`src/ldpc_bit_flip_corrector_assert.svh`:
```
// Assertion macros for the LDPC bit-flip corrector.
`ifndef LDPC_BIT_FLIP_CORRECTOR_ASSERT_SVH
`define LDPC_BIT_FLIP_CORRECTOR_ASSERT_SVH
`ifndef NO_ASSERTIONS
// Same-cycle implication under synchronous reset.
`define LBF_ASSERT_IMP(lbl, clk, rst, ante, cons, msg) \
  lbl: assert property (@(posedge clk) disable iff (rst) (ante) |-> (cons)) else $error(msg);
// Next-cycle implication under synchronous reset.
`define LBF_ASSERT_NEXT(lbl, clk, rst, ante, cons, msg) \
  lbl: assert property (@(posedge clk) disable iff (rst) (ante) |=> (cons)) else $error(msg);
`else
`define LBF_ASSERT_IMP(lbl, clk, rst, ante, cons, msg)
`define LBF_ASSERT_NEXT(lbl, clk, rst, ante, cons, msg)
`endif
`endif

```
`src/ldpcbf_ram.sv`:
```
// Generic single-port-write, registered-read RAM.
`default_nettype none
module ldpcbf_ram #(
  parameter int WIDTH = 64,
  parameter int DEPTH = 64
) (
  input  wire                             clk,
  input  wire                             we,
  input  wire [((DEPTH > 1) ? $clog2(DEPTH) : 1)-1:0] waddr,
  input  wire [WIDTH-1:0]                 wdata,
  input  wire                             re,
  input  wire [((DEPTH > 1) ? $clog2(DEPTH) : 1)-1:0] raddr,
  output logic [WIDTH-1:0]                rdata
);

  logic [WIDTH-1:0] mem [DEPTH];

  // Write port
  always_ff @(posedge clk) begin
    if (we) begin
      mem[waddr] <= wdata;
    end
  end

  // Registered read port
  always_ff @(posedge clk) begin
    if (re) begin
      rdata <= mem[raddr];
    end
  end

endmodule
`default_nettype wire

```
`config.mk`:
```
export PLATFORM = sky130hd
export DESIGN_NAME = ldpcbf_ram
export DESIGN_NICKNAME = d
export VERILOG_FILES = /design/src/ldpc_bit_flip_corrector_assert.svh /design/src/ldpcbf_ram.sv
export SDC_FILE = /design/constraint.sdc
export NUM_CORES = 2
export LEC_CHECK = 0
export BUFFER_PORTS_ARGS = -buffer_cell sky130_fd_sc_hd__buf_4
export CAP_MARGIN = 10
export CORE_UTILIZATION = 54
export CTS_CLUSTER_SIZE = 16
export DETAILED_ROUTE_END_ITERATION = 10
export GPL_ROUTABILITY_DRIVEN = 0
export PLACE_DENSITY_LB_ADDON = 0.12
export SLEW_MARGIN = 20
export SYNTH_ARGS = -nofsm -noshare
export SYNTH_HDL_FRONTEND = slang
export SYNTH_SLANG_ARGS = --single-unit
export TNS_END_PERCENT = 30
```
`constraint.sdc`:
```
create_clock -name clk -period 7.8 [get_ports clk]
set_input_delay 1.56 -clock clk [delete_from_list [all_inputs] [get_ports clk]]
set_output_delay 1.56 -clock clk [all_outputs]
set_load 0.01 [all_outputs]
```
==> metrics.md <==
| Metric | Value |
|---|---|
| Maximum vdd drop | 0.212 mV |
| Hold Path End | rdata[63] |
| Leakage dissipation | ~55 nW |
| Worst-Skew Late Latency | 0.99 ns |
| Post-CTS Hold Fix Bufs | 0 |
| Synth Area in XOR/XNOR | 0 |
| TritonRoute pass-1 iters | 5 |
| Req. time, crit path | between 8 and 9 ns |
| Nets | 7062 |
| Share of layout cells above drive strength 1 | 0.281 |
| Post-Synth Simple-Gate Area | 0.0123 |
| Crit path max fanout | 95 |
| Clock transition at path regs | 0.06 ns |
| CTS H-Tree Depth | 5 |
| R2R Path End | rdata[44] |
| DRT Wirelength | 439000 um |
| Worst min path class | flop to flop |
| Min-delay src | mem[38][63] |
| Total power | between 0.04 and 0.05 W |
| Synth cell types | 32 |
| Final Hold Vio Count | 0 |
| Initial antenna violation count | 29 |
| Vias in the first global route | 75900 |
| Final setup TNS | 0 ns |
| Footprint of the multi-input gates | slightly above 0.03 sq mm |
| Synth area leader | edfxtp_1 |
| Overflow after GRT | 0 |
| # clock sinks | around 4200 |
| Hpwl dp | 226000 um |
| Transition time at the pin with the least slew margin | between 1 and 1.5 ns |
| WL/cell | roughly 39 um |
| Via count | about 77000 |
| Area Growth Syn to Fin | 13.1% |
| R2r startpoint | mem[11][44] |
| Die Span Y | about 540 um |
| Ys flop type | edfxtp_1 |
| Max-Slew Margin vs Limit | 0.155 |
| Largest family of logic cells by synthesized area | multiplexers |
| # Max-Cap Violations | 0 |
| CTS Buf Count | ~410 |
| Most area-consuming cells after synthesis | edfxtp_1 80%, mux4_2 15%, mux2i_1 0.86%, a22oi_1 0.80%, buf_2 0.54% |
| Via density | slightly below 7 |
| CTS tree | built |
| Synthesis-stage register bit count | ~4200 |
| Tcrit/Tclk final | 0.532 |
| Status | completed |
| Die span in x | around 540 um |
| Die Footprint | just under 0.3 sq mm |
| R2R cell count | 5 |
| Syn avg cell area | around 24 sq um |
| Post-CTS Resized | 0 |
| All-Layer GR Usage | 0.302 |
| CP Class | primary input to flop |
| Global-route wire length before repair | about 610000 um |
| Post-Syn Area | approximately 0.16 sq mm |
| Post-synth EDFFs | 4160 |
| Reg2reg setup slack | roughly 5.5 ns |
| Post-synthesis compound-gate area fraction | 0.0247 |
| Starting density of the core | 0.544 |
| Adder-cell share of the synthesized area | 0 |
| Pwr Density | roughly 270 mW/mm^2 |
| Seq/Total Area, Yosys | 0.796 |
| CTS max path bufs | 4 |
| Synth top area share | 0.796 |
| Clk_skew | 0.0409 ns |
| # DRC | 0 |
| Crit path DAT | 4.80 ns |
| Hold depth | 4 |
| Rows | 197 |
| Final count of negative-setup-slack endpoints | 0 |
| Synth Net Count | approximately 6700 |
| CTS root buf | clkbuf_16 |
| Syn. warnings | 0 |
| Routed Antenna Nets | 0 |
| Setup repair bufs after CTS | 0 |
| Worst Setup End Kind | flop |
| CP Launch Point | raddr[0] |
| Most common cell in the synthesized netlist | edfxtp_1 |
| Initial DRC count | around 11000 |
| Fill cells | 19700 |
| RSZ-0062 raised after global routing | no |
| Crit path time final | roughly 4.1 ns |
| Commonest cells in the netlist | 4160 x edfxtp_1, 1024 x mux4_2, 170 x buf_2 |
| Fmax | roughly 0.24 GHz |
| Sequential cell area | between 0.1 and 0.15 sq mm |
| Final Max Tran Viols | 0 |
| Core area | 0.289 sq mm |
| Cells after Synth | 6598 |
| Startpoint Class | primary input |
| Post-synth ARST share | 0 |
| Mux cell area share after synthesis | 0.156 |
| PortBufs | ~140 |
| Pin count of the biggest net entering global routing | ~120 |
| Top-Level Pins | between 100 and 150 |
==> report_power, final <==
| part | total, W | switching, W | internal (W) |
|---|---|---|---|
| sequential | 0.0249 | 0.0000934 | 0.0248 |
| clock | 0.0201 | 0.00849 | 0.0116 |
| combinational | 0.00209 | 0.00131 | 0.000779 |
| total | 0.0471 | 0.00989 | 0.0372 |
==> per-layer routing <==
metal  up-vias  global-route usage  routed length [um]  part of all wire
met5         -                   0                  79           0.00018
met4        12              0.0885               13400             0.031
li1      29400                   -                   -                 -
met1     42200               0.443              173000              0.39
met2      4317               0.472              210000              0.48
met3       683              0.0525               43200             0.098
==> critical path, cell delays in order <==
cell and delay (ns):
buf_16 0.55, buf_4 0.53, buf_4 0.59, mux4_2 0.58, mux2i_1 0.15, o22ai_1 0.12
a41oi_1 0.40, a211oi_1 0.09
==> kinds of logic after synthesis <==
kind of cell,count (synthesis)
AO/OA/AOI/OAI,504
multiplexers,1159
buffers and inverters,389
flip-flops,4160
AND/OR/NAND/NOR,386
==> worst max path at each step <==
stage	to	slack [ns]	cells past startpoint
2_1_floorplan	mem[48][0]	0.80	4
3_3_place_gp	rdata[40]	2.70	8
3_5_place_dp	rdata[37]	2.66	8
4_1_cts	rdata[37]	3.66	8
5_1_grt	rdata[37]	3.44	8
6_report	rdata[37]	3.65	8
==> layout by cell type (no fill, tap or decap), drive strengths merged <==
master	n
nand3b	2
a41oi	26
a2bb2oi	19
o22ai	83
edfxtp	4160
nor2	112
nor2b	28
o221ai	38
mux4	1024
a31oi	18
mux2i	135
nor3	2
nand4	2
clkinv	188
or2	28
nand2	58
a22o	88
inv	29
and2	3
diode	17
nand3	45
nand2b	11
a22oi	168
a211oi	63
clkinvlp	20
nand4b	1
clkbuf	488
or3	29
a31o	1
and3	64
or3b	1
buf	340
bufinv	55
==> sequential cells by signal, summed over array words and instances (netlist names) <==
register,cells
mem,4096
rdata,64
==> final cells by class <==
cell class                      instances  share of cell area
Timing Repair Buffer                  340              0.0179
Tap cell                             3880              0.0273
Multi-Input combinational cell       2049               0.173
Inverter                               19            0.000402
Sequential cell                      4160               0.704
Clock buffer                          488              0.0603
Clock inverter                        273              0.0168
Antenna cell                           17            0.000240
==> per-stage QoR <==
| stage | cells | utilization | hold slack (ns) | area (sq um) | setup slack [ns] |
|---|---|---|---|---|---|
| after floorplan | 6598 | - | 0.865 | 157000 | 0.804 |
| after global placement | 10400 | 0.567 | 0.880 | 164000 | 2.70 |
| after detailed placement | 10400 | 0.567 | 0.891 | 164000 | 2.66 |
| after CTS | 11200 | 0.615 | 0.913 | 177000 | 3.66 |
| after global routing | 11200 | 0.615 | 0.953 | 178000 | 3.44 |
| final | 11200 | 0.615 | 0.909 | 178000 | 3.65 |
Power figures use the tool's default switching activity.
