## config.mk

```make
export PLATFORM = sky130hd
export DESIGN_NAME = ldpcbf_colscan
export DESIGN_NICKNAME = d
export VERILOG_FILES = /design/src/ldpc_bit_flip_corrector_assert.svh /design/src/ldpcbf_pkg.sv /design/src/ldpcbf_colscan.sv
export SDC_FILE = /design/constraint.sdc
export NUM_CORES = 1
export LEC_CHECK = 0
export BUFFER_PORTS_ARGS = -buffer_cell sky130_fd_sc_hd__buf_4
export CAP_MARGIN = 20
export CORE_MARGIN = 4
export CORE_UTILIZATION = 34
export DETAILED_ROUTE_END_ITERATION = 10
export PLACE_DENSITY_LB_ADDON = 0.3
export SLEW_MARGIN = 25
export SYNTH_ARGS = -nofsm -noshare
export SYNTH_HDL_FRONTEND = slang
export SYNTH_SLANG_ARGS = --single-unit
```

## constraint.sdc

```tcl
create_clock -name clk -period 10.2 [get_ports clk]
set_clock_uncertainty 0.1 [all_clocks]
set_input_delay 1.53 -clock clk [delete_from_list [all_inputs] [get_ports clk]]
set_output_delay 1.53 -clock clk [all_outputs]
set_load 0.03 [all_outputs]
```

## src/ldpc_bit_flip_corrector_assert.svh

```systemverilog
// Assertion macros for the LDPC bit-flip corrector.
`ifndef LDPC_BIT_FLIP_CORRECTOR_ASSERT_SVH
`define LDPC_BIT_FLIP_CORRECTOR_ASSERT_SVH
`ifndef NO_ASSERTIONS
// Same-cycle implication under synchronous reset.
`define LBF_ASSERT_IMP(lbl, clk, rst, ante, cons, msg) \
  lbl: assert property (@(posedge clk) disable iff (rst) (ante) |-> (cons)) else $error(msg);
// Next-cycle implication under synchronous reset.
`define LBF_ASSERT_NEXT(lbl, clk, rst, ante, cons, msg) \
  lbl: assert property (@(posedge clk) disable iff (rst) (ante) |=> (cons)) else $error(msg);
`else
`define LBF_ASSERT_IMP(lbl, clk, rst, ante, cons, msg)
`define LBF_ASSERT_NEXT(lbl, clk, rst, ante, cons, msg)
`endif
`endif

```

## src/ldpcbf_pkg.sv

```systemverilog
// Shared constants and types for the LDPC bit-flip corrector.
`default_nettype none
package ldpcbf_pkg;

  // Code geometry
  localparam int MAX_BITS   = 64;
  localparam int MAX_CHECKS = 64;

  // Fixed field widths
  localparam int WORD_W    = 64;
  localparam int ROW_IDX_W = 6;
  localparam int OUT_CNT_W = 7;
  localparam int CFG_W     = 7;
  localparam int CFG_IDX_W = 1;

  // Derived widths
  localparam int ADDR_W = (MAX_CHECKS > 1) ? $clog2(MAX_CHECKS) : 1;
  localparam int CNT_W  = $clog2(MAX_CHECKS + 1);
  localparam int FLIP_W = $clog2(MAX_BITS + 1);
  localparam int SCAN_W = $clog2(MAX_BITS);
  localparam int NCL_W  = $clog2(MAX_BITS + 1);

  // Stream packing
  localparam int S_FIELDS_W = ROW_IDX_W + WORD_W + WORD_W;
  localparam int S_TDATA_W  = ((S_FIELDS_W + 7) / 8) * 8;
  localparam int M_FIELDS_W = WORD_W + 1 + OUT_CNT_W + OUT_CNT_W;
  localparam int M_TDATA_W  = ((M_FIELDS_W + 7) / 8) * 8;

  // Configuration register indexes
  typedef enum logic [CFG_IDX_W-1:0] {
    CFG_CODE_LENGTH = 1'b0,
    CFG_CHECK_COUNT = 1'b1
  } cfg_idx_t;

  // Item opcodes
  localparam logic OP_ROW_WRITE = 1'b0;
  localparam logic OP_CORRECT   = 1'b1;

  // Column counter unit control and status
  typedef struct packed {
    logic clear;
    logic add_en;
    logic scan_en;
  } cs_ctrl_t;

  typedef struct packed {
    logic [CNT_W-1:0]    max_cnt;
    logic [FLIP_W-1:0]   flip_cnt;
    logic [MAX_BITS-1:0] flips;
  } cs_stat_t;

endpackage
`default_nettype wire

```

## src/ldpcbf_colscan.sv

```systemverilog
// Per-column unsatisfied-check counters and the max/flip scan over them.
`default_nettype none
module ldpcbf_colscan (
  input  wire                                      clk,
  input  ldpcbf_pkg::cs_ctrl_t                     ctrl,
  input  wire [ldpcbf_pkg::MAX_BITS-1:0]           add_bits,
  output ldpcbf_pkg::cs_stat_t                     stat
);
  import ldpcbf_pkg::*;

  logic [CNT_W-1:0]    cnt [MAX_BITS];
  logic [CNT_W-1:0]    max_cnt;
  logic [FLIP_W-1:0]   flip_cnt;
  logic [MAX_BITS-1:0] flips;

  // Counters add one row in parallel; the scan shifts them toward lane 0,
  // one column per cycle, while the tracker keeps the running maximum.
  always_ff @(posedge clk) begin
    if (ctrl.clear) begin
      for (int i = 0; i < MAX_BITS; i++) begin
        cnt[i] <= '0;
      end
      max_cnt  <= '0;
      flip_cnt <= '0;
      flips    <= '0;
    end else if (ctrl.add_en) begin
      for (int i = 0; i < MAX_BITS; i++) begin
        cnt[i] <= cnt[i] + CNT_W'(add_bits[i]);
      end
    end else if (ctrl.scan_en) begin
      for (int i = 0; i < MAX_BITS - 1; i++) begin
        cnt[i] <= cnt[i+1];
      end
      cnt[MAX_BITS-1] <= '0;
      priority if (cnt[0] > max_cnt) begin
        max_cnt  <= cnt[0];
        flip_cnt <= FLIP_W'(1);
        flips    <= {1'b1, {(MAX_BITS-1){1'b0}}};
      end else if (cnt[0] == max_cnt) begin
        flip_cnt <= flip_cnt + FLIP_W'(1);
        flips    <= {1'b1, flips[MAX_BITS-1:1]};
      end else begin
        flips    <= {1'b0, flips[MAX_BITS-1:1]};
      end
    end
  end

  assign stat.max_cnt  = max_cnt;
  assign stat.flip_cnt = flip_cnt;
  assign stat.flips    = flips;

endmodule
`default_nettype wire

```

==> flow_summary.toml, run 1 <==
[die]
core_sq_um = 76500
die-area_sq_um = 82300
io-pin-count = 146
initial_core_util_pct = 34.6
std_cell_rows = 101
die_h_microns = 287
fp.dieW_microns = 287

[yosys]
synth_most_common_cell = "edfxtp_1"
yosys.area.top_type_share_pct = 50.1
syn-cell-area_sq_um = 26400
synth_edf_count = 441
synth_top_family_by_area = "compound AO/OA/AOI/OAI gates"
synth-simple-area-share_pct = 9.76
yosys-mux-area-fraction_pct = 0.265
synth.distinct_cells = 36
yosysSeqAreaShare_pct = 56.5
synth.area.top_cells = "edfxtp_1 (50%), a22o_1 (9.6%), xor2_1 (7.8%)"
synth-seq-cells = 526
synth_cells = 2189
synthAdderAreaFrac_pct = 6.44
async_reset_ff_share_pct = 0
synth_top_cells_by_count = "edfxtp_1 (441), a22o_1 (290), nand2_1 (236)"
avgSynthCellArea_sq_um = 12.1
synthXorXnorAreaFrac_pct = 10.5
synth_warnings = 0
synth_nets = 2393
synth_compound_area_share_pct = 14.2
ys.flop_type = "edfxtp_1"
yosysTopAreaCell = "edfxtp_1"

[sta]
whs_ps = 387
fmax_mhz = 261
setup_viol = 0
rsz0062_at_grt = "no"
finalSetupTns_ps = 0
period_share_pct = 37.5
layout_min_cycle_time_ps = 3830
worst_slew_pin_slew_ps = 1090
hold_viol = 0
relSlewSlack_pct = 27.2
drv_slew = 0

[layout]
fill_cells = 7238
final_util_pct = 39.7
final_area_sq_um = 30300
nets = 2495
ff_latch_area_sq_um = 14900
finalNonFillerCells = 3369
syn_to_final_growth_pct = 14.8
multi_input_area_sq_um = 10900
drive_gt1_share_pct = 11.0

[clock_tree]
cts_tree = "yes"
ctsResizeCount = 0
h-tree-depth = 2
cts-hold-fix-buffers = 0
clk_pin_slew_ps = 60
cts_root_buffer = "clkbuf_16"
clk_latency_ps = 630
clock_path_buffers = 3
cts_buffers = 59
cts.sinks = 526
postCtsSetupBuffers = 0

[worst_setup_path]
worst_setup_path_end_kind = "flip-flop"
start_kind = "input port"
required_ps = 10650
critPathKind = "input port to flip-flop"
r2r_slack_ps = 7700
crit_arrival_ps = 4280
cp_common_cell = "buf_4"
slowest_delay_ps = 790
crit_family = "simple AND/OR/NAND/NOR gates"
crit_buf_inv = 2
cp_slowest_cell = "nor2b_4"
path_cells = "buf_4 -> nor2b_4 -> buf_4 -> nand4_1 -> or3_1 -> a21oi_1"
cp_max_fo = 77

[global_routing]
grt_pass1_vias = 17800
grt_max_degree = 232
grtUsageTotal_pct = 13.4
grt_first_pass_wirelength_microns = 92900
antenna_found_initial = 6
grt-ovfl-total = 0

[power]
p_leak_nw = 12.4
ir_drop_uv = 130
power_density_nw_per_um2 = 167

[place]
routabilityCongestion = 0.773
place_inst = 3259
port_buffers = 145
place_area_sq_um = 28400
dpl.hpwl_microns = 34900

[worst_hold_path]
hp-class = "flip-flop to flip-flop"

[route]
antenna_left = 0
drc = 0
drt-initial-drc-count = 1363
viasPerCell = 5.15
vias = 17400
drt_wl_total_microns = 56600
wl_per_cell_microns = 16.8
drtPass1Iterations = 5

[flow_run]
maxCapViolCount = 0

[run_status]
status = "finished, final reports clean"
area by class of cell:
type | count | area share, %
Inverter | 7 | 0.0866
Clock buffer | 91 | 5.85
Antenna cell | 3 | 0.0247
Multi-Input combinational cell | 1539 | 36.0
Clock inverter | 15 | 0.416
Timing Repair Buffer | 158 | 4.10
Sequential cell | 526 | 49.2
Tap cell | 1030 | 4.25
final timing paths:
| check | from | cells after the start | to |
|---|---|---|---|
| max | ctrl[1] | 6 | cnt[1][223] |
| min | flips[0] | 1 | flips[0] |
| max reg2reg | cnt[0][3] | 6 | flips[9] |
| min reg2reg | flips[0] | 1 | flips[0] |
kinds of logic (layout without fill, tap and decap cells):
kind of cell | after synthesis | in the layout
other | 0 | 3
adder cells (fa/ha/maj) | 136 | 136
flip-flops | 526 | 526
AO/OA/AOI/OAI | 530 | 530
buffers and inverters | 124 | 271
AND/OR/NAND/NOR | 548 | 548
multiplexers | 7 | 7
XOR/XNOR | 318 | 318
per-layer routing:
layer  vias to the layer above  GRT usage, %  wire length (microns)
met1                      8571          18.7                  26800
met5                         -             0                     36
met2                       269          21.4                  25800
met3                        83          2.82                   2820
li1                       8438             -                      -
met4                         6          3.51                   1090
sequential cells by signal (all words and copies together), names as in the netlist:
name	flops
max_cnt	7
flip_cnt	7
cnt	448
flips	64
power by group:
group          switching, W  internal (W)
logic              0.000193      0.000156
clock network      0.000873       0.00122
registers          0.000133       0.00249
total               0.00120       0.00386
metrics by stage:
stage / total power, W / worst slack, ps
floorplan: 0.00289 / 2860
global placement: 0.00300 / 5730
detailed placement: 0.00302 / 5700
CTS: 0.00514 / 6370
global route: 0.00529 / 6180
finish: 0.00506 / 6370
cells in the final DEF (no fill, tap or decap), types with 61 or more instances in the layout:
cell type and count:
a22o_1 290, o21ai_0 219, xor2_1 234, nand2_1 236
clkbuf_16 61, buf_4 154, xnor2_1 84, edfxtp_1 441
ha_1 136, nand3_1 141, and3_1 107, dfxtp_1 85
No activity file was read; power rests on OpenSTA's default activity.
==> run 2: changes to the inputs <==
clock period = 4 ns   (was 10.2 ns; I/O delays follow)
==> flow_summary.toml, run 2 (synthesis results as in run 1) <==
[sta]
drv_slew = 0
layout_min_cycle_time_ps = 2470
worst_slew_pin_slew_ps = 905
relSlewSlack_pct = 39.7
setup_viol = 0
hold_viol = 0
fmax_mhz = 405
finalSetupTns_ps = 0
period_share_pct = 61.8
whs_ps = 274
rsz0062_at_grt = "no"

[worst_hold_path]
worstHoldPathCells = 4
hp-class = "input port to flip-flop"
min_from = "add_bits[63]"
min_to = "cnt[1][217]"

[clock_tree]
cts.sinks = 526
ctsResizeCount = 0
cts_root_buffer = "clkbuf_16"
clock_path_buffers = 3
clk_latency_ps = 630
cts_tree = "yes"
cts_buffers = 61
cts-hold-fix-buffers = 0
postCtsSetupBuffers = 0
clk_pin_slew_ps = 60
h-tree-depth = 2

[power]
power_density_nw_per_um2 = 429
ir_drop_uv = 309
p_leak_nw = 12.5

[worst_setup_path]
r2r_slack_ps = 1530
timing.rr.start = "cnt[0][4]"
crit_arrival_ps = 2920
reg2reg_depth = 6
cp-startpoint = "cnt[0][4]"
worst_r2r_endpoint = "flips[21]"
cp_max_fo = 63
worst_setup_path_end_kind = "flip-flop"
start_kind = "flip-flop"
required_ps = 4440
critPathKind = "flip-flop to flip-flop"

[layout]
syn_to_final_growth_pct = 15.6
top_register = "cnt"
multi_input_area_sq_um = 10900
fill_cells = 7315
final_cell_mix = "edfxtp_1 (441), a22o_1 (290), nand2_1 (236), xor2_1 (234), o21ai_0 (219)"
nets = 2501
drive_gt1_share_pct = 11.0
largest_reg_flops = 448
ff_latch_area_sq_um = 14900
final_common_cell = "edfxtp_1"
final_area_sq_um = 30600
final_util_pct = 40.0
reg_top3 = "cnt x448, flips x64"

[route]
vias = 17300
drt_wl_total_microns = 56900
drt-initial-drc-count = 1236
viasPerCell = 5.12
wl_per_cell_microns = 16.8
drtPass1Iterations = 6
drc = 0
antenna_left = 0

[die]
die-area_sq_um = 82300
core_sq_um = 76500
die_h_microns = 287
initial_core_util_pct = 34.6
io-pin-count = 146
std_cell_rows = 101
fp.dieW_microns = 287

[place]
dpl.hpwl_microns = 35400
place_area_sq_um = 28500
routabilityCongestion = 0.780
port_buffers = 145

[flow_run]
maxCapViolCount = 0

[global_routing]
grt_first_pass_wirelength_microns = 92600
grt_max_degree = 173
grt-ovfl-total = 0
grt_pass1_vias = 17600
grtUsageTotal_pct = 13.3
antenna_found_initial = 6

[run_status]
status = "finished, final reports clean"
-- run 2: cell count changes in the layout (fill, tap and decap cells not counted), moves of 2 or more --
cell,previous run,this run
clkbuf_8,13,6
buf_4,154,151
clkinv_1,2,4
buf_12,3,8
clkinv_4,2,0
clkbuf_16,61,67
clkinv_2,5,7
clkbuf_1,15,22
-- run 2: how the worst max path moves through the flow --
stage                        endpoint  depth (start not counted)
after floorplan           cnt[1][100]                          2
after global placement    cnt[0][143]                          5
after detailed placement     flips[0]                          6
after CTS                   flips[21]                          6
after global routing        flips[39]                          6
final                       flips[21]                          6
-- run 2: metal layers --
layer	track usage, %	vias to the layer above	part of all wire (%)
li1	-	8445	-
met1	18.5	8483	48
met2	21.6	294	46
met3	2.71	74	5.0
met4	3.04	6	1.8
met5	0	-	0.083
-- run 2: where the power goes --
| part | leakage, nW | total [W] | switching [W] | internal [W] |
|---|---|---|---|---|
| Combinational | 5.71 | 0.000909 | 0.000499 | 0.000409 |
| Sequential | 5.78 | 0.00668 | 0.000338 | 0.00634 |
| Clock | 0.978 | 0.00554 | 0.00225 | 0.00328 |
| Total | 12.5 | 0.0131 | 0.00309 | 0.0100 |
-- run 2: stage by stage --
step           setup slack, ps  power [W]  cells
2_1_floorplan              268    0.00736   2189
3_3_place_gp              1290    0.00767   3262
3_5_place_dp              1230    0.00771   3264
4_1_cts                   1170     0.0133   3376
5_1_grt                   1380     0.0137   3376
6_report                  1530     0.0131   3379
-- run 2: final cells by class --
type,count,area share [%]
sequential,526,48.9
tap,1030,4.22
clock buffer,95,6.03
timing repair buffer,162,4.41
multi-input combinational,1539,35.8
inverter,7,0.0860
antenna,3,0.0246
clock inverter,17,0.524
-- run 2: worst max-delay path, stage by stage (launching register included) --
cell	delay, ps
edfxtp_1	490
ha_1	360
nand4_1	130
or2_1	360
o21ai_2	120
and2_4	580
a22o_1	220
